$ cat src/rtl/svts_pkg.sv
// shared constants, codes and types of the six-voice tune synthesiser
package svts_pkg;

    localparam int VOICES          = 6;
    localparam int STORE_DEPTH_DEF = 2048;
    localparam int TUNE_STEPS      = 96;
    localparam int TUNE_STRIDE     = 576;
    localparam int NOTE_TUNE       = 4;
    localparam int LAST_NOTE       = 12;
    localparam int FREQ_SHIFT      = 10;
    localparam int DIV_W           = 24;
    localparam int SR_W            = 16;
    localparam int WORD_W          = 15;
    localparam int CFG_IDX_W       = 3;
    localparam int CFG_DATA_W      = 60;

    localparam logic [14:0] VOL_MAX     = 15'h7fff;
    localparam logic [15:0] SR_RESET    = 16'd44100;
    localparam logic [14:0] SPEED_RESET = 15'd32767;

    typedef enum logic [2:0] {
        ACT_TICK   = 3'd0,
        ACT_TUNE   = 3'd1,
        ACT_NOTE   = 3'd2,
        ACT_ENABLE = 3'd3,
        ACT_STORE  = 3'd4
    } t_action;

    typedef enum logic [2:0] {
        CFG_SAMPLE_RATE = 3'd0,
        CFG_BASE_FREQ   = 3'd1,
        CFG_TUNE_SPEED  = 3'd2,
        CFG_DECAY_LOW   = 3'd3,
        CFG_DECAY_HIGH  = 3'd4
    } t_cfg_index;

    typedef enum logic [4:0] {
        S_IDLE,
        S_VOL,
        S_VOL_DIV,
        S_VOL_MUL,
        S_VOL_ADD,
        S_TEMPO,
        S_TEMPO_DIV,
        S_RD_ADDR,
        S_RD_WAIT,
        S_FREQ_SET,
        S_TONE,
        S_TONE_DIV,
        S_MIX,
        S_MIX_WAIT,
        S_OUT
    } t_state;

endpackage

$ cat src/rtl/svts_div.sv
// shared restoring divider, one quotient bit per cycle
module svts_div (
    input  logic                      i_clk,
    input  logic                      i_rst_n,
    input  logic                      i_start,
    input  logic [svts_pkg::DIV_W-1:0] i_dividend,
    input  logic [svts_pkg::SR_W-1:0]  i_divisor,
    output logic                      o_done,
    output logic [svts_pkg::DIV_W-1:0] o_quotient,
    output logic [svts_pkg::SR_W-1:0]  o_remainder
);

    localparam int DW = svts_pkg::DIV_W;
    localparam int RW = svts_pkg::SR_W;
    localparam int CW = $clog2(DW);

    logic          r_busy, r_done;
    logic [CW-1:0] r_cnt;
    logic [DW-1:0] r_q;
    logic [RW-1:0] r_rem, r_d;
    logic [RW:0]   w_trial;
    logic          w_fit;

    assign w_trial = {r_rem, r_q[DW-1]};
    assign w_fit   = w_trial >= {1'b0, r_d};

    always_ff @(posedge i_clk) begin
        if (!i_rst_n) begin
            r_busy <= 1'b0;
            r_done <= 1'b0;
            r_cnt  <= '0;
        end else begin
            r_done <= 1'b0;
            if (i_start) begin
                r_busy <= 1'b1;
                r_cnt  <= CW'(DW - 1);
            end else if (r_busy) begin
                if (r_cnt == '0) begin
                    r_busy <= 1'b0;
                    r_done <= 1'b1;
                end else begin
                    r_cnt <= r_cnt - 1'b1;
                end
            end
        end
    end

    always_ff @(posedge i_clk) begin
        if (i_start) begin
            r_q   <= i_dividend;
            r_rem <= '0;
            r_d   <= i_divisor;
        end else if (r_busy) begin
            r_q   <= {r_q[DW-2:0], w_fit};
            r_rem <= w_fit ? RW'(w_trial - {1'b0, r_d}) : w_trial[RW-1:0];
        end
    end

    assign o_done      = r_done;
    assign o_quotient  = r_q;
    assign o_remainder = r_rem;

endmodule

$ cat config.mk
export PLATFORM = sky130hd
export DESIGN_NAME = svts_div
export DESIGN_NICKNAME = d
export VERILOG_FILES = /design/src/rtl/svts_pkg.sv /design/src/rtl/svts_div.sv
export SDC_FILE = /design/constraint.sdc
export NUM_CORES = 1
export LEC_CHECK = 0
export BUFFER_PORTS_ARGS = -buffer_cell sky130_fd_sc_hd__buf_2
export CAP_MARGIN = 20
export CORE_MARGIN = 8
export CORE_UTILIZATION = 53
export DETAILED_ROUTE_END_ITERATION = 10
export PLACE_DENSITY = 0.8
export SKIP_LAST_GASP = 1
export SYNTH_ARGS = -nofsm -noshare
export SYNTH_HDL_FRONTEND = slang
export SYNTH_SLANG_ARGS = --single-unit
$ cat constraint.sdc
create_clock -name i_clk -period 2.8 [get_ports i_clk]
set_input_delay 0.28 -clock i_clk [delete_from_list [all_inputs] [get_ports i_clk]]
set_output_delay 0.28 -clock i_clk [all_outputs]
set_load 0.02 [all_outputs]
==> results of run 1 <==
worst max-delay path, cell delays in order (launching register included):
cell and delay [ps]:
edfxtp_1 390, inv_1 80, ha_1 270, a21o_1 240, a211oi_4 320, o31ai_1 110, nor2_1 210, a22o_1 160
buf_4 230, nand2_1 100, a311oi_2 240
per-stage QoR:
| step | hold WS (ps) | utilization | total power (uW) | setup WS (ps) |
|---|---|---|---|---|
| 2_1_floorplan | 379 | - | 1400 | 456 |
| 3_3_place_gp | 457 | 0.615 | 1520 | 499 |
| 3_5_place_dp | 458 | 0.615 | 1540 | 381 |
| 4_1_cts | 92.9 | 0.649 | 2380 | 369 |
| 5_1_grt | 92.0 | 0.649 | 2470 | 201 |
| 6_report | 109 | 0.649 | 2360 | 364 |
cell families after synthesis:
family                   Yosys count  share of synthesized area
AO/OA/AOI/OAI                     77                      0.168
XOR/XNOR                          13                     0.0340
adder cells (fa/ha/maj)           19                     0.0732
buffers and inverters             29                     0.0381
flip-flops                        63                      0.496
multiplexers                      27                     0.0892
AND/OR/NAND/NOR                   67                      0.102
final cells by class:
type / count / area share
clock buffers: 9 / 0.0306
repair buffers: 87 / 0.110
clock inverters: 7 / 0.0216
well taps: 77 / 0.0238
flip-flops and latches: 63 / 0.410
multi-input cells: 203 / 0.386
inverters: 20 / 0.0185
cells in the final DEF (no fill, tap or decap), types with 6 or more instances in the layout:
master | netlist | routed
xnor2_1 | 11 | 11
nand3_1 | 11 | 11
nor2_1 | 11 | 11
buf_2 | 0 | 83
a21oi_1 | 17 | 17
inv_1 | 20 | 20
ha_1 | 18 | 18
clkbuf_8 | 0 | 9
nand2_1 | 19 | 19
o21ai_0 | 11 | 11
nor2b_1 | 6 | 6
mux2_2 | 23 | 23
edfxtp_1 | 40 | 40
o21a_1 | 9 | 9
dfxtp_1 | 23 | 23
flip-flops by register name, indices dropped and copies added, names as in the netlist:
signal and flops:
o_quotient 24, r_cnt 5, o_done 1, o_remainder 16, r_busy 1, r_d 16
final timing paths:
path	from	end	slack, ps
worst max-delay path	r_d[14]$_DFFE_PP_	o_remainder[7]$_SDFFE_PP0P_	360
worst min-delay path	i_divisor[15]	r_d[15]$_DFFE_PP_	110
worst max register to register	r_d[14]$_DFFE_PP_	o_remainder[7]$_SDFFE_PP0P_	360
worst min register to register	o_remainder[6]$_SDFFE_PP0P_	o_remainder[6]$_SDFFE_PP0P_	520
layer usage:
| layer | wire, microns | track usage | share of wire |
|---|---|---|---|
| met3 | 418 | 0.0425 | 0.054 |
| met1 | 3130 | 0.202 | 0.40 |
| met2 | 4040 | 0.301 | 0.52 |
| met5 | 0 | 0 | 0 |
| met4 | 137 | 0.0819 | 0.018 |
power by group through the flow:
| stage | Sequential, uW | Combinational (uW) | Clock, uW |
|---|---|---|---|
| after floorplan | 1180 | 227 | 0 |
| after global placement | 1130 | 398 | 0 |
| after detailed placement | 1130 | 411 | 0 |
| after CTS | 1110 | 412 | 860 |
| after global routing | 1120 | 452 | 899 |
| final | 1110 | 410 | 844 |
==> flow_summary.ini, run 1 <==
[synth]
yosysTopAreaCellShare = 0.358
ys_warn_count = 0
synth.area.top_cells = edfxtp_1, dfxtp_1, mux2_2, ha_1, xnor2_1
yosysUniqueCellTypes = 50
synth_most_common_cell = edfxtp_1
syn_area_per_cell_sq_um = 11.4
syn_nets = 357
synth_common_cells = edfxtp_1, dfxtp_1, mux2_2, inv_1, nand2_1
synth.cell_area_sq_um = 3350
netlist_instances = 295
seq_area_frac_synth = 0.496
synthArstFlopShare = 0
ys.flop_type = edfxtp_1
synth_top_area_cell = edfxtp_1
synth_seq_cells = 63
synth_edf_count = 40

[clock_network]
post_cts_resized = 0
cts_tree = built
cts_root_buf = clkbuf_8
cts_setup_buffers = 0
cts_buffers = 9
clockBufferDepth = 2
ctsHoldBuffers = 0
cts_max_level = 3
clk_latency_ps = 340
path_clk_slew_ps = 70
cts_num_sinks = 63

[layout]
antenna_cells = 0
drive_above_1_share = 0.344
seqCellArea_sq_um = 1660
multiInputGateArea_sq_um = 1560
instances_no_fill = 466
finalNetCount = 446
fill_cells = 519
fin_area_sq_um = 4050
syn2layout_area_growth_pct = 20.9

[pwr]
power.leakage_uw = 0.00176
internal_power_uw = 1740
power.share.clock = 0.357
p_switching_uw = 626
powerDensity_nw_per_um2 = 583
switching_share = 0.265
max-vdd-ir-drop_v = 0.000402
combinationalPowerShare = 0.173
p_seq_frac = 0.470

[setup_path]
critPathKind = flop to flop
worst_ep_required_time_ps = 3060
crit_arrival_ps = 2690
critPathCaptureType = flop
critPathLaunchType = flop
reg2regPathDepth = 10
crit_fanout = 18

[timing]
fin_tns_setup_ps = 0
fin_skew_ps = 6.25
rsz0062_at_grt = false
period_minus_slack_ps = 2440
hold_viol = 0
relSlewSlack = 0.277
tightest_slew_ps = 1080
fmax_ghz = 0.411
slew_violations = 0
setup_viol = 0
finalCritPeriodShare = 0.870

[drt]
viasPerCell = 5.59
drc = 0
first_pass_iters = 4
ant_nets = 0
vias = 2606
drt-initial-drc-count = 149
drt_wl_total_mm = 7.72
wl_per_cell_microns = 16.6

[global_route]
first_global_vias = 2709
grt_pass1_wl_mm = 12.5
antenna_found_initial = 0
grt_max_degree = 37
overflow = 0
track_usage = 0.176

[worst_hold_path]
min_path_cells = 1
hold_class = input port to flop

[placed_design]
placed_area_sq_um = 3840
place_congestion = 0.956
dpl.cell_count = 450
hpwl_mm = 5.81
io_buffer_count = 83

[die]
io_pins = 84
core_sq_um = 6240
die_y_microns = 95.5
initial_utilization = 0.537
die_area_sq_um = 9130
rows = 29
die_w_microns = 95.5

[status]
outcome = completed

[run]
drv_cap = 0
No activity file was read; power rests on OpenSTA's default activity.
==> run 2, diff against run 1 <==
--- a/config.mk
+++ b/config.mk
@@ -5,10 +5,11 @@
 export SDC_FILE = /design/constraint.sdc
 export NUM_CORES = 1
 export LEC_CHECK = 0
+export ABC_AREA = 1
 export BUFFER_PORTS_ARGS = -buffer_cell sky130_fd_sc_hd__buf_2
 export CAP_MARGIN = 20
 export CORE_MARGIN = 8
-export CORE_UTILIZATION = 53
+export CORE_UTILIZATION = 54
 export DETAILED_ROUTE_END_ITERATION = 10
 export PLACE_DENSITY = 0.8
 export SKIP_LAST_GASP = 1
==> flow_summary.ini, run 2 <==
[setup_path]
cpPeakStageDelay_ps = 400
reg2reg_from = r_d[14]$_DFFE_PP_
critPathKind = flop to flop
path_common_cell = nand2_1
crit_fanout = 18
path_cells = inv_1 -> ha_1 -> a21oi_2 -> o21a_1 -> nand2_1 -> nor2_4 -> nand2_4 -> nand2_1 -> nand3_2 -> o21ai_2
cpMaxStageDelayCell = nor2_4
crit_arrival_ps = 2450
critPathLaunchType = flop
critPathCaptureType = flop
reg2regPathDepth = 10
regToRegSetupSlack_ps = 620
timing.rr.end = o_remainder[10]$_SDFFE_PP0P_
worst_ep_required_time_ps = 3080

[drt]
first_pass_iters = 4
met1Wirelength_mm = 4.13
met2WireLength_mm = 4.13
vias = 3367
ant_nets = 0
viasPerCell = 5.09
drc = 0
wl_per_cell_microns = 14.0
drt-initial-drc-count = 326
drt_wl_total_mm = 9.22
top_layer = met4
wl_met3_microns = 786

[synth]
synth_edf_count = 40
yosysUniqueCellTypes = 33
synth_top_area_cell = edfxtp_1
yosysTopAreaCellShare = 0.326
synth.area.top_cells = edfxtp_1, nand2_1, dfxtp_1, inv_1, ha_1
netlist_instances = 488
synth_common_cells = nand2_1, inv_1, nand3_1, edfxtp_1
seq_area_frac_synth = 0.451
synth_seq_cells = 63
synthArstFlopShare = 0
syn_area_per_cell_sq_um = 7.55
syn_nets = 550
ys.flop_type = edfxtp_1
synth_most_common_cell = nand2_1
ys_warn_count = 0
synth.cell_area_sq_um = 3680

[global_route]
antenna_found_initial = 0
overflow = 0
grt_pass1_wl_mm = 16.2
first_global_vias = 3452
grt_max_degree = 45
track_usage = 0.204

[timing]
period_minus_slack_ps = 2180
slew_violations = 0
hold_viol = 0
finalCritPeriodShare = 0.777
rsz0062_at_grt = false
relSlewSlack = 0.660
tightest_slew_ps = 510
fin_skew_ps = 9.75
fmax_ghz = 0.459
setup_ws_ps = 623
fin_tns_setup_ps = 0
setup_viol = 0

[die]
initial_utilization = 0.551
rows = 30
io_pins = 84
core_sq_um = 6680
die_w_microns = 98.6
die_area_sq_um = 9720
die_y_microns = 98.6

[layout]
drive_above_1_share = 0.196
antenna_cells = 0
final_common_cell = nand2_1
final_cell_mix = nand2_1, buf_2, inv_1
finalNetCount = 638
largest_reg_flops = 24
fill_cells = 586
syn2layout_area_growth_pct = 19.6

[worst_hold_path]
hold_start = i_divisor[2]
min_path_cells = 1
worstHoldEndpoint = r_d[2]$_DFFE_PP_
hold_class = input port to flop

[clock_network]
cts_max_level = 3
post_cts_resized = 0
cts_tree = built
cts_setup_buffers = 0
cts_root_buf = clkbuf_8
path_clk_slew_ps = 70
cts_buffers = 9
ctsHoldBuffers = 0
clockBufferDepth = 2
clk_latency_ps = 340
cts_num_sinks = 63

[placed_design]
pre_cts_ws_ps = 656
place_congestion = 0.960
io_buffer_count = 83
hpwl_mm = 6.96

[pwr]
power.leakage_uw = 0.00240
max-vdd-ir-drop_v = 0.000383
powerDensity_nw_per_um2 = 533

[status]
outcome = completed

[run]
drv_cap = 0
## run 2: how the worst max path moves through the flow
stage,from,to
detailed placement,r_d[14]$_DFFE_PP_,o_remainder[10]$_SDFFE_PP0P_
global route,r_d[5]$_DFFE_PP_,o_remainder[0]$_SDFFE_PP0P_
floorplan,o_quotient[23]$_DFFE_PP_,o_remainder[14]$_SDFFE_PP0P_
CTS,r_d[14]$_DFFE_PP_,o_remainder[10]$_SDFFE_PP0P_
finish,r_d[14]$_DFFE_PP_,o_remainder[10]$_SDFFE_PP0P_
global placement,r_d[14]$_DFFE_PP_,o_remainder[7]$_SDFFE_PP0P_
## run 2: cells by family (layout without fill, tap and decap cells)
kind of cell	Yosys count	in the layout	share of synthesized area
DFF	63	63	0.451
AOI/OAI and AO/OA	27	27	0.0424
xor gates and xnor gates	6	6	0.0143
adders and majority gates	19	19	0.0666
and+or+nand+nor	286	286	0.332
buffers and inverters	87	180	0.0941
## run 2: per-layer routing
metal,GRT usage,up-vias
met2,0.322,115
met5,0,-
met4,0.0909,0
met1,0.247,1517
met3,0.0691,12
li1,-,1723
## run 2: per-stage QoR
stage,area [sq um],hold WS [ps],cells,power (uW),util
floorplan,3680,379,488,1350,-
global placement,4160,457,644,1470,0.623
detailed placement,4160,458,644,1480,0.623
CTS,4380,102,660,2360,0.655
global route,4410,93.3,661,2450,0.659
finish,4410,111,661,2350,0.659
## run 2: layout make-up
type	instances	area [sq um]	share of cell area
Multi-Input combinational cell	338	1680	0.381
Sequential cell	63	1660	0.377
Timing Repair Buffer	86	458	0.104
Inverter	78	293	0.0665
Clock buffer	13	149	0.0338
Tap cell	80	100	0.0227
Clock inverter	3	67.6	0.0153
## run 2: critical path, delay by kind of cell, from the launching register on
kind                     cells  cell delay [ps]
AND/OR/NAND/NOR              5              940
flip-flops                   1              350
AO/OA/AOI/OAI                3              400
buffers and inverters        1               50
adder cells (fa/ha/maj)      1              360
## run 2: where the power goes
part	internal (uW)	switching, uW	leakage, uW
logic	129	238	0.00170
clock network	527	357	0.000104
registers	1060	32.2	0.000590
